==> config.mk <==
export PLATFORM = sky130hd
export DESIGN_NAME = checksummed_message_framer
export DESIGN_NICKNAME = d
export VERILOG_FILES = /design/src/rtl/cmf_pkg.sv /design/src/rtl/checksummed_message_framer.sv /design/src/rtl/cmf_seq.sv
export SDC_FILE = /design/constraint.sdc
export NUM_CORES = 1
export LEC_CHECK = 0
export BUFFER_PORTS_ARGS = -buffer_cell sky130_fd_sc_hd__buf_4
export CORE_MARGIN = 5
export CORE_UTILIZATION = 30
export CTS_BUF_LIST = sky130_fd_sc_hd__clkbuf_8
export CTS_CLUSTER_SIZE = 25
export DETAILED_ROUTE_END_ITERATION = 12
export GPL_TIMING_DRIVEN = 0
export REMOVE_ABC_BUFFERS = 1
export SYNTH_ARGS = -nofsm -noshare
export SYNTH_HDL_FRONTEND = slang
export SYNTH_SLANG_ARGS = --single-unit
export TNS_END_PERCENT = 100
==> constraint.sdc <==
create_clock -name clk -period 14 [get_ports clk]
set_clock_uncertainty 0.05 [all_clocks]
set_input_delay 2.1 -clock clk [delete_from_list [all_inputs] [get_ports clk]]
set_output_delay 2.1 -clock clk [all_outputs]
set_load 0.01 [all_outputs]
==> src/rtl/cmf_pkg.sv <==
`timescale 1ns / 1ps
// ----------------------------------------------------------------------------
// cmf_pkg
// Types and constants shared by the checksummed message framer modules.
// ----------------------------------------------------------------------------
package cmf_pkg;

  // Item kinds on the input channel
  localparam logic ACT_START   = 1'b0;
  localparam logic ACT_PAYLOAD = 1'b1;

  // Result status codes
  localparam logic [1:0] ST_OK      = 2'd0;
  localparam logic [1:0] ST_TOO_BIG = 2'd1;
  localparam logic [1:0] ST_ORDER   = 2'd2;

  // Configuration register indexes
  localparam logic [1:0] REG_SYNC_FIRST  = 2'd0;
  localparam logic [1:0] REG_SYNC_SECOND = 2'd1;
  localparam logic [1:0] REG_BUF_CAP     = 2'd2;

  // Register reset values
  localparam logic [7:0]  SYNC_FIRST_RST  = 8'd181;
  localparam logic [7:0]  SYNC_SECOND_RST = 8'd98;
  localparam logic [15:0] BUF_CAP_RST     = 16'd128;

  // Header plus trailer bytes around the payload
  localparam logic [16:0] FRAME_OVERHEAD = 17'd8;

  typedef struct packed {
    logic [7:0]  sync_first;
    logic [7:0]  sync_second;
    logic [15:0] buffer_capacity;
  } cfg_t;

  typedef struct packed {
    logic        action;
    logic [7:0]  msg_class;
    logic [7:0]  msg_id;
    logic [15:0] pay_len;
    logic [7:0]  data_byte;
  } item_t;

  typedef struct packed {
    logic [7:0] out_byte;
    logic [1:0] status;
    logic       last;
    logic       frame_done;
  } res_t;

endpackage

==> src/rtl/checksummed_message_framer.sv <==
`timescale 1ns / 1ps
// ----------------------------------------------------------------------------
// checksummed_message_framer
// Builds sync-headed binary frames with an 8-bit Fletcher trailer as a byte
// stream, from start items and payload byte items.
// ----------------------------------------------------------------------------
//
//  Channel  Dir  Handshake          Contents
//  in_      in   tvalid/tready      tuser = action, tdata = header and payload
//  out_     out  tvalid/tready      tdata = frame byte, tuser = status/last,
//                                   tlast = frame end
//  cfg_     in   cfg_we             cfg_index selects register, cfg_wdata value
//
// One beat leaves per cycle while out_tready is high. An item produces one beat
// (error or plain payload byte), three (final payload byte plus checksum), six
// (frame header) or eight (zero-length frame), and it holds the input register
// until its last beat is issued. Single-beat items stream at one per cycle
// without stalls. Reset clears the frame state and the sums and loads the
// register defaults. A stall on out_tready holds the output beat, freezes the
// sequencer and, once the input register is full, drops in_tready.
//
module checksummed_message_framer (
  input  logic        clk,
  input  logic        rst_n,
  // input channel
  input  logic        in_tvalid,
  output logic        in_tready,
  input  logic [39:0] in_tdata,   // msg_class[7:0], msg_id[15:8],
                                  // pay_len[31:16], data_byte[39:32]
  input  logic        in_tuser,   // action[0]
  // result channel
  output logic        out_tvalid,
  input  logic        out_tready,
  output logic [7:0]  out_tdata,  // out_byte[7:0]
  output logic [2:0]  out_tuser,  // status[1:0], last[2]
  output logic        out_tlast,  // frame_done
  // configuration port
  input  logic        cfg_we,
  input  logic [1:0]  cfg_index,
  input  logic [15:0] cfg_wdata
);

  cmf_pkg::cfg_t  cfg_r;
  cmf_pkg::item_t item_r;
  logic           item_valid_r;
  cmf_pkg::res_t  res;
  cmf_pkg::res_t  res_r;
  logic           out_valid_r;
  logic           out_load;
  logic           item_done;
  logic           in_take;

  // The output register loads whenever it is empty or being drained
  assign out_load  = !out_valid_r || out_tready;
  // Free the input register on the final beat of its item
  assign in_tready = !item_valid_r || item_done;
  assign in_take   = in_tvalid && in_tready;

  // Configuration registers; an unknown index is ignored
  always_ff @(posedge clk) begin
    if (!rst_n) begin
      cfg_r.sync_first      <= cmf_pkg::SYNC_FIRST_RST;
      cfg_r.sync_second     <= cmf_pkg::SYNC_SECOND_RST;
      cfg_r.buffer_capacity <= cmf_pkg::BUF_CAP_RST;
    end else if (cfg_we) begin
      case (cfg_index)
        cmf_pkg::REG_SYNC_FIRST:  cfg_r.sync_first      <= cfg_wdata[7:0];
        cmf_pkg::REG_SYNC_SECOND: cfg_r.sync_second     <= cfg_wdata[7:0];
        cmf_pkg::REG_BUF_CAP:     cfg_r.buffer_capacity <= cfg_wdata;
        default: begin
          cfg_r <= cfg_r;
        end
      endcase
    end
  end

  // Input register: hold the item until its last beat is issued
  always_ff @(posedge clk) begin
    if (!rst_n) begin
      item_valid_r <= 1'b0;
    end else if (in_tready) begin
      item_valid_r <= in_tvalid;
    end
  end

  always_ff @(posedge clk) begin
    if (in_take) begin
      item_r.action    <= in_tuser;
      item_r.msg_class <= in_tdata[7:0];
      item_r.msg_id    <= in_tdata[15:8];
      item_r.pay_len   <= in_tdata[31:16];
      item_r.data_byte <= in_tdata[39:32];
    end
  end

  cmf_seq u_seq (
    .clk        (clk),
    .rst_n      (rst_n),
    .cfg        (cfg_r),
    .item_valid (item_valid_r),
    .item       (item_r),
    .adv        (out_load),
    .res        (res),
    .item_done  (item_done)
  );

  // Output register: advance on load, hold while stalled
  always_ff @(posedge clk) begin
    if (!rst_n) begin
      out_valid_r <= 1'b0;
    end else if (out_load) begin
      out_valid_r <= item_valid_r;
    end
  end

  always_ff @(posedge clk) begin
    if (out_load && item_valid_r) begin
      res_r <= res;
    end
  end

  assign out_tvalid = out_valid_r;
  assign out_tdata  = res_r.out_byte;
  assign out_tuser  = {res_r.last, res_r.status};
  assign out_tlast  = res_r.frame_done;

endmodule

==> src/rtl/cmf_seq.sv <==
`timescale 1ns / 1ps
// ----------------------------------------------------------------------------
// cmf_seq
// Frame sequencer: expands one held item into its result bytes, one per
// advance, and keeps the Fletcher sums and the frame bookkeeping.
// ----------------------------------------------------------------------------
module cmf_seq (
  input  logic           clk,
  input  logic           rst_n,
  input  cmf_pkg::cfg_t  cfg,
  input  logic           item_valid,
  input  cmf_pkg::item_t item,
  input  logic           adv,
  output cmf_pkg::res_t  res,
  output logic           item_done
);

  typedef enum logic [1:0] {
    K_ERR_ORDER,
    K_ERR_BIG,
    K_START,
    K_PAYLOAD
  } kind_t;

  typedef enum logic [3:0] {
    B_ZERO,
    B_SYNC1,
    B_SYNC2,
    B_CLASS,
    B_ID,
    B_LEN_LO,
    B_LEN_HI,
    B_DATA,
    B_SUM_A,
    B_SUM_B
  } bsel_t;

  logic [2:0]  step_r, step_nxt;
  logic [7:0]  sum_a_r, sum_a_nxt;
  logic [7:0]  sum_b_r, sum_b_nxt;
  logic [15:0] bytes_left_r, bytes_left_nxt;
  logic        frame_open_r, frame_open_nxt;

  kind_t       kind;
  bsel_t       bsel;
  logic [2:0]  last_step;
  logic        is_last;
  logic        emit;
  logic        fold;
  logic [7:0]  byte_val;
  logic [7:0]  fold_a;

  // Kind stays stable across the item: frame state only moves on its last step
  always_comb begin
    kind      = K_ERR_ORDER;
    last_step = 3'd0;
    if (item.action == cmf_pkg::ACT_START) begin
      if (frame_open_r) begin
        kind = K_ERR_ORDER;
      end else if (({1'b0, item.pay_len} + cmf_pkg::FRAME_OVERHEAD) >
                   {1'b0, cfg.buffer_capacity}) begin
        kind = K_ERR_BIG;
      end else begin
        kind      = K_START;
        last_step = (item.pay_len == 16'd0) ? 3'd7 : 3'd5;
      end
    end else begin
      if (!frame_open_r) begin
        kind = K_ERR_ORDER;
      end else begin
        kind      = K_PAYLOAD;
        last_step = (bytes_left_r == 16'd1) ? 3'd2 : 3'd0;
      end
    end
  end

  always_comb begin
    bsel = B_ZERO;
    case (kind)
      K_START: begin
        case (step_r)
          3'd0:    bsel = B_SYNC1;
          3'd1:    bsel = B_SYNC2;
          3'd2:    bsel = B_CLASS;
          3'd3:    bsel = B_ID;
          3'd4:    bsel = B_LEN_LO;
          3'd5:    bsel = B_LEN_HI;
          3'd6:    bsel = B_SUM_A;
          3'd7:    bsel = B_SUM_B;
          default: bsel = B_ZERO;
        endcase
      end
      K_PAYLOAD: begin
        case (step_r)
          3'd0:    bsel = B_DATA;
          3'd1:    bsel = B_SUM_A;
          3'd2:    bsel = B_SUM_B;
          default: bsel = B_ZERO;
        endcase
      end
      default: bsel = B_ZERO;
    endcase
  end

  always_comb begin
    byte_val = 8'd0;
    fold     = 1'b0;
    case (bsel)
      B_SYNC1:  byte_val = cfg.sync_first;
      B_SYNC2:  byte_val = cfg.sync_second;
      B_CLASS:  begin byte_val = item.msg_class;      fold = 1'b1; end
      B_ID:     begin byte_val = item.msg_id;         fold = 1'b1; end
      B_LEN_LO: begin byte_val = item.pay_len[7:0];   fold = 1'b1; end
      B_LEN_HI: begin byte_val = item.pay_len[15:8];  fold = 1'b1; end
      B_DATA:   begin byte_val = item.data_byte;      fold = 1'b1; end
      B_SUM_A:  byte_val = sum_a_r;
      B_SUM_B:  byte_val = sum_b_r;
      default:  byte_val = 8'd0;
    endcase
  end

  assign emit      = item_valid && adv;
  assign is_last   = (step_r == last_step);
  assign item_done = emit && is_last;
  assign fold_a    = sum_a_r + byte_val;

  always_comb begin
    res.out_byte   = byte_val;
    res.last       = is_last;
    res.frame_done = (bsel == B_SUM_B);
    case (kind)
      K_ERR_BIG:   res.status = cmf_pkg::ST_TOO_BIG;
      K_ERR_ORDER: res.status = cmf_pkg::ST_ORDER;
      default:     res.status = cmf_pkg::ST_OK;
    endcase
  end

  always_comb begin
    step_nxt       = step_r;
    sum_a_nxt      = sum_a_r;
    sum_b_nxt      = sum_b_r;
    bytes_left_nxt = bytes_left_r;
    frame_open_nxt = frame_open_r;
    if (emit) begin
      step_nxt = is_last ? 3'd0 : step_r + 3'd1;
      // Clear the sums on the first sync byte, fold the summed bytes
      if (kind == K_START && step_r == 3'd0) begin
        sum_a_nxt = 8'd0;
        sum_b_nxt = 8'd0;
      end else if (fold) begin
        sum_a_nxt = fold_a;
        sum_b_nxt = sum_b_r + fold_a;
      end
      if (is_last) begin
        case (kind)
          K_START: begin
            frame_open_nxt = (item.pay_len != 16'd0);
            bytes_left_nxt = item.pay_len;
          end
          K_PAYLOAD: begin
            bytes_left_nxt = bytes_left_r - 16'd1;
            frame_open_nxt = (bytes_left_r != 16'd1);
          end
          default: begin
            bytes_left_nxt = bytes_left_r;
          end
        endcase
      end
    end
  end

  always_ff @(posedge clk) begin
    if (!rst_n) begin
      step_r       <= 3'd0;
      sum_a_r      <= 8'd0;
      sum_b_r      <= 8'd0;
      bytes_left_r <= 16'd0;
      frame_open_r <= 1'b0;
    end else begin
      step_r       <= step_nxt;
      sum_a_r      <= sum_a_nxt;
      sum_b_r      <= sum_b_nxt;
      bytes_left_r <= bytes_left_nxt;
      frame_open_r <= frame_open_nxt;
    end
  end

endmodule

==> flow_summary.ini, run 1 <==
[run_status]
status = finished, final reports clean

[logic_synthesis]
synth.largest_area_cell = edfxtp_1
syn_area_mm2 = 0.00687
synthTopCellsByArea = edfxtp_1, dfxtp_1, ha_1
synth_cell_type_count = 68
synthTopCellsByCount = nand2_1, dfxtp_1, edfxtp_1
ys_ff_latch = 127
syn_inst = 732
synth_enable_flop_cells = 53
synth.avg_cell_area_um2 = 9.38
ys_seq_area_share_pct = 44.8
yosysMostFrequentCell = nand2_1
synthArstFlopShare_pct = 0
yosysWarnings = 0
ys.flop_type = dfxtp_1
netlist.area_leader.share_pct = 23.2

[power_and_ir_drop]
ir_worst_vdd_uv = 53.9
p_per_area_mw_per_mm2 = 108
p_leak_nw = 3.16

[clock_network]
cts_setup_buffers = 0
root_buffer = clkbuf_8
cts_tree = yes
numCtsBuffers = 17
clk_pin_slew_ps = 90
post_cts_resized = 0
hold_buffers = 0
cts.sinks = 127
clkLatencyLatePin_ps = 460
clockBufferDepth = 2
htreeDepth = 4

[place]
routabilityCongestion = 0.805
dp.cells = 1062
io_buffers = 77
dp_hpwl_um = 13300

[sta]
drv_slew = 0
setup_viol = 0
period_needed_ps = 7770
fin_setup_tns_ps = 0
fmax_mhz = 129
relSlewSlack_pct = 20.6
hold_viol = 0
period_share_pct = 55.5
rsz0062_at_grt = false
worst_pin_slew_ps = 1190

[finish]
nNetsFinal = 901
ff_latch_area_mm2 = 0.00307
diodes = 0
fillCellCount = 2314
fin_cells = 1094
drive_gt1_share_pct = 16.4
syn_to_final_growth_pct = 18.0
multi_input_area_mm2 = 0.00352

[detailed_routing]
first_iter_violations = 459
vias = 5631
drc = 0
routedWlPerCell_um = 16.6
drt_pass1_iterations = 6
ant_nets = 0
via_per_inst = 5.15
routed_wl_um = 18100

[global_routing]
gr-total-overflow = 0
grt_pass1_wl_um = 29300
first_global_vias = 5465
grt_use_total_pct = 14.2
grt_max_degree = 63
antenna_found_initial = 0

[worst_setup_path]
crit_path_start_kind = flip-flop
crit_arrival_ps = 8070
end_kind = flip-flop
critPathRequiredTime_ps = 14300
worstPathMaxFanout = 7
crit_type = reg -> reg

[floorplanning]
core-area_mm2 = 0.0226
fp-row-count = 55
die_h_um = 161
die_area_mm2 = 0.0260
initial_utilization_pct = 30.4
die_w_um = 161
ios = 78

[run]
drv_cap = 0

[worst_hold_path]
min_path_type = reg -> reg
final cells by class:
type                            instances  area share, %
Multi-Input combinational cell        536           43.5
Sequential cell                       127           37.9
Timing Repair Buffer                   78           7.47
Tap cell                              285           4.40
Clock buffer                           17           2.89
Clock inverter                         15           2.18
Inverter                               36           1.67
worst paths after layout:
kind         startpoint          endpoint  slack, ps  cells past startpoint
max          item_r[14]  u_seq.sum_b_r[7]       6230                     26
min            cfg_r[1]          cfg_r[1]        420                      2
max reg2reg  item_r[14]  u_seq.sum_b_r[7]       6230                     26
min reg2reg    cfg_r[1]          cfg_r[1]        420                      2
sequential cells by signal, summed over array words and instances (netlist names), named ones only:
| register | flops |
|---|---|
| out_tdata | 8 |
| u_seq.bytes_left_r | 16 |
| item_valid_r | 1 |
| out_tvalid | 1 |
| u_seq.frame_open_r | 1 |
| u_seq.sum_b_r | 8 |
| out_tlast | 1 |
| u_seq.sum_a_r | 8 |
| out_tuser | 3 |
| u_seq.step_r | 3 |
| cfg_r | 32 |
| item_r | 41 |
cell usage in the layout (no fill, tap or decap), drive strengths merged, types with 8 or more instances in the layout:
cell | Yosys | routed
a22oi | 8 | 8
nand2 | 103 | 103
a31oi | 14 | 14
inv | 34 | 40
and2 | 12 | 12
a21o | 12 | 12
nor2 | 44 | 44
mux2i | 9 | 9
buf | 9 | 78
o21ai | 25 | 25
nand3 | 30 | 30
xnor2 | 20 | 20
nor2b | 11 | 11
a21boi | 34 | 34
a22o | 9 | 9
or3 | 10 | 10
clkinv | 2 | 8
edfxtp | 53 | 53
ha | 39 | 39
a21oi | 38 | 38
dfxtp | 74 | 74
nor3 | 17 | 17
clkbuf | 24 | 17
xor2 | 8 | 8
nand4 | 14 | 14
per-stage QoR:
stage,hold WS (ps),setup WS (ps),instance area [µm²],total power [mW],utilization [%]
2_1_floorplan,386,7960,6720,0.500,-
3_3_place_gp,401,6350,7650,0.549,33.9
3_5_place_dp,401,6340,7690,0.552,34.1
4_1_cts,420,6250,8100,0.883,35.9
5_1_grt,437,5750,8100,0.917,35.9
6_report,417,6230,8100,0.875,35.9
kinds of logic (layout without fill, tap and decap cells):
kind of cell | count (synthesis) | count (layout) | synth area share (%)
and+or+nand+nor | 277 | 277 | 20.2
AOI/OAI and AO/OA | 181 | 181 | 18.4
DFF | 127 | 127 | 44.8
buffers and inverters | 69 | 146 | 4.12
adders and majority gates | 41 | 41 | 7.69
xor gates and xnor gates | 28 | 28 | 3.57
muxes | 9 | 9 | 1.31
metal layers:
| metal | wire (µm) | up-vias | GRT usage (%) |
|---|---|---|---|
| met3 | 806 | 27 | 3.55 |
| met5 | 0 | - | 0 |
| li1 | - | 2797 | - |
| met4 | 346 | 0 | 4.42 |
| met2 | 8190 | 139 | 22.3 |
| met1 | 8770 | 2668 | 19.2 |
worst max-delay path, stage by stage (launching register included):
cell,delay (ps)
edfxtp_1,660
and4_1,300
and2_1,180
and4_1,220
xor2_1,150
ha_1,270
a21oi_1,140
o21ai_0,130
a221oi_1,520
nor4bb_1,640
nor2_1,190
nor3_1,920
a22o_1,270
a21oi_1,50
nand4_1,180
ha_1,220
fa_1,480
ha_1,300
a21o_1,150
a21o_1,210
a21o_1,190
a21oi_1,260
o21ai_0,200
xnor2_1,170
or3_1,320
a31oi_1,170
o22ai_1,100
power breakdown:
part	total [mW]	leakage (nW)	internal [mW]	switching, mW
logic	0.120	1.85	0.0519	0.0681
clock network	0.331	0.207	0.164	0.167
registers	0.423	1.11	0.406	0.0169
total	0.875	3.16	0.622	0.252
Note: power is estimated with default switching activity, not from simulation.
==> run 2: changes to the inputs <==
==> constraint.sdc (replaced) <==
create_clock -name clk -period 6.4 [get_ports clk]
set_clock_uncertainty 0.05 [all_clocks]
set_input_delay 0.96 -clock clk [delete_from_list [all_inputs] [get_ports clk]]
set_output_delay 0.96 -clock clk [all_outputs]
set_load 0.01 [all_outputs]
==> flow_summary.ini, run 2 (synthesis gave the netlist of run 1 again) <==
[sta]
setup_viol = 0
relSlewSlack_pct = 21.4
worst_slack_ps = 11.1
fmax_mhz = 157
period_share_pct = 99.8
hold_viol = 0
worst_pin_slew_ps = 1180
drv_slew = 0
rsz0062_at_grt = true
fin_setup_tns_ps = 0
period_needed_ps = 6390
hold_ws_ps = 419

[finish]
layout_common_cells = buf_4, nand2_1, dfxtp_1
drive_gt1_share_pct = 25.0
largest_reg_flops = 41
top_regs = item_r: 41 flops, cfg_r: 32 flops, u_seq.bytes_left_r: 16 flops
top_register = item_r
final_area_mm2 = 0.00871
diodes = 0
fin_cells = 1146
fillCellCount = 2250
nNetsFinal = 953
syn_to_final_growth_pct = 26.8
final_util_pct = 38.6
layout_commonest_cell = buf_4

[detailed_routing]
first_iter_violations = 548
vias = 5993
drc = 0
routed_wl_um = 19500
via_per_inst = 5.23
ant_nets = 0
routedWlPerCell_um = 17.0
drt_pass1_iterations = 5

[place]
dp_hpwl_um = 13300
dp.cells = 1062
dpl_cell_area_mm2 = 0.00769
routabilityCongestion = 0.805
place_ws_ps = -1260
io_buffers = 77

[worst_hold_path]
min_path_type = reg -> reg
holdCritStartpoint = cfg_r[30]

[worst_setup_path]
endpoint = u_seq.sum_b_r[7]
worstSetupStartpoint = item_r[12]
crit_arrival_ps = 6680
crit_type = reg -> reg
worstPathMaxFanout = 5
r2r_slack_ps = 10
crit_path_start_kind = flip-flop
critPathRequiredTime_ps = 6690
end_kind = flip-flop
r2r_end = u_seq.sum_b_r[7]
reg2reg_from = item_r[12]
rr_worst_depth = 28
cpMaxStageDelayCell = edfxtp_1
max_stage_delay_ps = 520

[power_and_ir_drop]
p_per_area_mw_per_mm2 = 227
p_leak_nw = 3.47
total_power_mw = 1.98
ir_worst_vdd_uv = 117

[run]
drv_cap = 0

[clock_network]
cts_tree = yes
clk_pin_slew_ps = 80
cts.sinks = 127
clockBufferDepth = 2
numCtsBuffers = 17
hold_buffers = 0
clkLatencyLatePin_ps = 460
root_buffer = clkbuf_8
htreeDepth = 4

[global_routing]
grt_pass1_wl_um = 30900
first_global_vias = 5773
antenna_found_initial = 0
gr-total-overflow = 0
grt_max_degree = 63
grt_use_total_pct = 15.0

[floorplanning]
die_w_um = 161
ios = 78
initial_utilization_pct = 30.4
die_h_um = 161
core-area_mm2 = 0.0226
fp-row-count = 55
die_area_mm2 = 0.0260

[run_status]
status = finished, final reports clean
-- run 2: layout make-up --
type / instances / area, µm² / area share (%)
clock buffer: 17 / 234 / 2.69
clock inverter: 15 / 176 / 2.03
inverter: 36 / 135 / 1.55
multi-input combinational: 536 / 3720 / 42.7
sequential: 127 / 3070 / 35.3
tap: 285 / 357 / 4.10
timing repair buffer: 130 / 1010 / 11.6
-- run 2: power breakdown --
group / total [mW] / internal (mW) / leakage, nW / switching [mW]
logic: 0.330 / 0.154 / 2.15 / 0.176
clock network: 0.728 / 0.359 / 0.207 / 0.369
registers: 0.922 / 0.889 / 1.11 / 0.0332
-- run 2: worst max-delay path: cells and delay by family (launching register included) --
kind / cells / cell delay (ps)
xor gates and xnor gates: 3 / 440
and+or+nand+nor: 9 / 2030
AOI/OAI and AO/OA: 12 / 1950
adders and majority gates: 4 / 1280
DFF: 1 / 520
-- run 2: how the worst min path moves through the flow --
stage                      to  slack, ps  cells after the start
floorplan           cfg_r[30]        390                      2
finish              cfg_r[30]        420                      2
detailed placement  cfg_r[30]        400                      2
CTS                  cfg_r[1]        420                      2
global placement    cfg_r[30]        400                      2
global route        cfg_r[31]        440                      2
-- run 2: routing by layer --
metal	vias to the layer above	wire, µm	track usage [%]
li1	2893	-	-
met1	2870	9040	20.2
met2	188	8970	23.3
met3	42	996	3.57
met4	0	510	6.05
met5	-	0	0
-- run 2: timing repair --
| action | 4_1_cts | 5_1_grt |
|---|---|---|
| setup buffers | 35 | 19 |
| pin swaps | 13 | 23 |
| resized for setup | 35 | 17 |
| endpoints found under the setup margin | 8 | 3 |
==> run 3: changes to the inputs <==
--- a/config.mk
+++ b/config.mk
@@ -6,7 +6,7 @@
 export NUM_CORES = 1
 export LEC_CHECK = 0
 export BUFFER_PORTS_ARGS = -buffer_cell sky130_fd_sc_hd__buf_4
-export CORE_MARGIN = 5
+export CORE_MARGIN = 2
 export CORE_UTILIZATION = 30
 export CTS_BUF_LIST = sky130_fd_sc_hd__clkbuf_8
 export CTS_CLUSTER_SIZE = 25
==> constraint.sdc (replaced) <==
create_clock -name clk -period 6.5 [get_ports clk]
set_clock_uncertainty 0.05 [all_clocks]
set_input_delay 0.975 -clock clk [delete_from_list [all_inputs] [get_ports clk]]
set_output_delay 0.975 -clock clk [all_outputs]
set_load 0.01 [all_outputs]
==> flow_summary.ini, run 3 (synthesis gave the netlist of run 1 again) <==
[sta]
worst_pin_slew_ps = 1190
hold_viol = 0
drv_slew = 0
period_needed_ps = 6470
rsz0062_at_grt = true
setup_viol = 0
relSlewSlack_pct = 20.3
fmax_mhz = 155
period_share_pct = 99.5

[detailed_routing]
vias = 5769
drc = 0
routedWlPerCell_um = 17.0
via_per_inst = 5.16
routed_wl_um = 19000
ant_nets = 0
first_iter_violations = 450
drt_pass1_iterations = 7

[global_routing]
grt_pass1_wl_um = 29300
grtUsageMet3_pct = 3.68
top_usage_layer = met2
grt_use_total_pct = 15.8
first_global_vias = 5435
gr-total-overflow = 0
antenna_found_initial = 0
met1_usage_pct = 20.7
grtUsageMet2_pct = 25.1
grt_max_degree = 63

[place]
io_buffers = 77
dp_hpwl_um = 13300
routabilityCongestion = 0.837

[finish]
top_regs = item_r: 41 flops, cfg_r: 32 flops, u_seq.bytes_left_r: 16 flops
layout_common_cells = nand2_1, buf_4, dfxtp_1
final_util_pct = 37.6
multi_input_area_mm2 = 0.00374
top_register = item_r
largest_reg_flops = 41
ff_latch_area_mm2 = 0.00307
nNetsFinal = 924
syn_to_final_growth_pct = 23.6
drive_gt1_share_pct = 23.0
diodes = 0
fillCellCount = 2283

[worst_setup_path]
cpMaxStageDelayCell = edfxtp_1
reg2reg_from = item_r[14]
worstPathMaxFanout = 8
max_stage_delay_ps = 510
r2r_end = u_seq.sum_b_r[7]
crit_arrival_ps = 6760
r2r_slack_ps = 30
crit_path_start_kind = flip-flop
path_common_cell = a21o_1
rr_worst_depth = 27
end_kind = flip-flop
crit_type = reg -> reg
critPathRequiredTime_ps = 6800

[clock_network]
root_buffer = clkbuf_8
htreeDepth = 4
clk_pin_slew_ps = 90
numCtsBuffers = 17
cts_tree = yes
clockBufferDepth = 2
cts.sinks = 127
clkLatencyLatePin_ps = 460

[run_status]
status = finished, final reports clean

[floorplanning]
initial_utilization_pct = 30.4
die_w_um = 155
die_area_mm2 = 0.0241
die_h_um = 155
fp-row-count = 55
ios = 78
core-area_mm2 = 0.0226

[power_and_ir_drop]
p_per_area_mw_per_mm2 = 225
ir_worst_vdd_uv = 117
p_leak_nw = 3.32
total_power_mw = 1.91

[run]
drv_cap = 0

[worst_hold_path]
holdCritStartpoint = cfg_r[30]
hold_depth = 2
min_to = cfg_r[30]
min_path_type = reg -> reg
## run 3: timing repair
action,4_1_cts,5_1_grt
setup endpoints to repair,6,2
buffers inserted,9,15
hold buffers,0,0
pin swaps,13,34
gates cloned,0,0
resized for setup,29,22
## run 3: worst max-delay path by stage
| stage | start | endpoint | cells past startpoint |
|---|---|---|---|
| 2_1_floorplan | item_r[13] | u_seq.sum_b_r[7] | 29 |
| 3_5_place_dp | item_r[13] | u_seq.sum_b_r[7] | 26 |
| 5_1_grt | item_r[12] | u_seq.sum_b_r[7] | 27 |
| 6_report | item_r[14] | u_seq.sum_b_r[7] | 27 |
| 4_1_cts | item_r[14] | u_seq.sum_b_r[7] | 27 |
| 3_3_place_gp | item_r[13] | u_seq.sum_b_r[7] | 26 |
## run 3: metrics by stage
step | setup slack, ps | hold slack (ps) | setup TNS, ps | cells | area (µm²)
2_1_floorplan | 456 | 386 | 0 | 699 | 6720
3_3_place_gp | -1190 | 399 | -47140 | 1061 | 7650
3_5_place_dp | -1160 | 402 | -3290 | 1062 | 7690
4_1_cts | 7.06 | 414 | 0 | 1103 | 8290
5_1_grt | -265 | 438 | -265 | 1117 | 8490
6_report | 32.9 | 411 | 0 | 1117 | 8490
## run 3: where the power goes
group | internal (mW) | switching (mW)
combinational | 0.128 | 0.164
sequential | 0.875 | 0.0341
clock | 0.352 | 0.361
## run 3: metal layers
metal | up-vias | routed length [µm]
met5 | - | 0
met4 | 0 | 510
met3 | 35 | 1120
met2 | 166 | 8630
met1 | 2732 | 8720
li1 | 2836 | -
## run 3: worst max-delay path, delay by kind of cell (launching register included)
kind / cells / cell delay (ps)
flops: 1 / 510
compound gates: 10 / 1560
simple gates: 11 / 2670
fa+ha+maj: 4 / 1280
xor+xnor: 2 / 280
## run 3: area by class of cell
type,instances,area share [%]
inverters,36,1.59
flip-flops and latches,127,36.2
well taps,285,4.20
clock inverters,15,2.02
multi-input cells,536,44.1
repair buffers,101,9.17
clock buffers,17,2.76
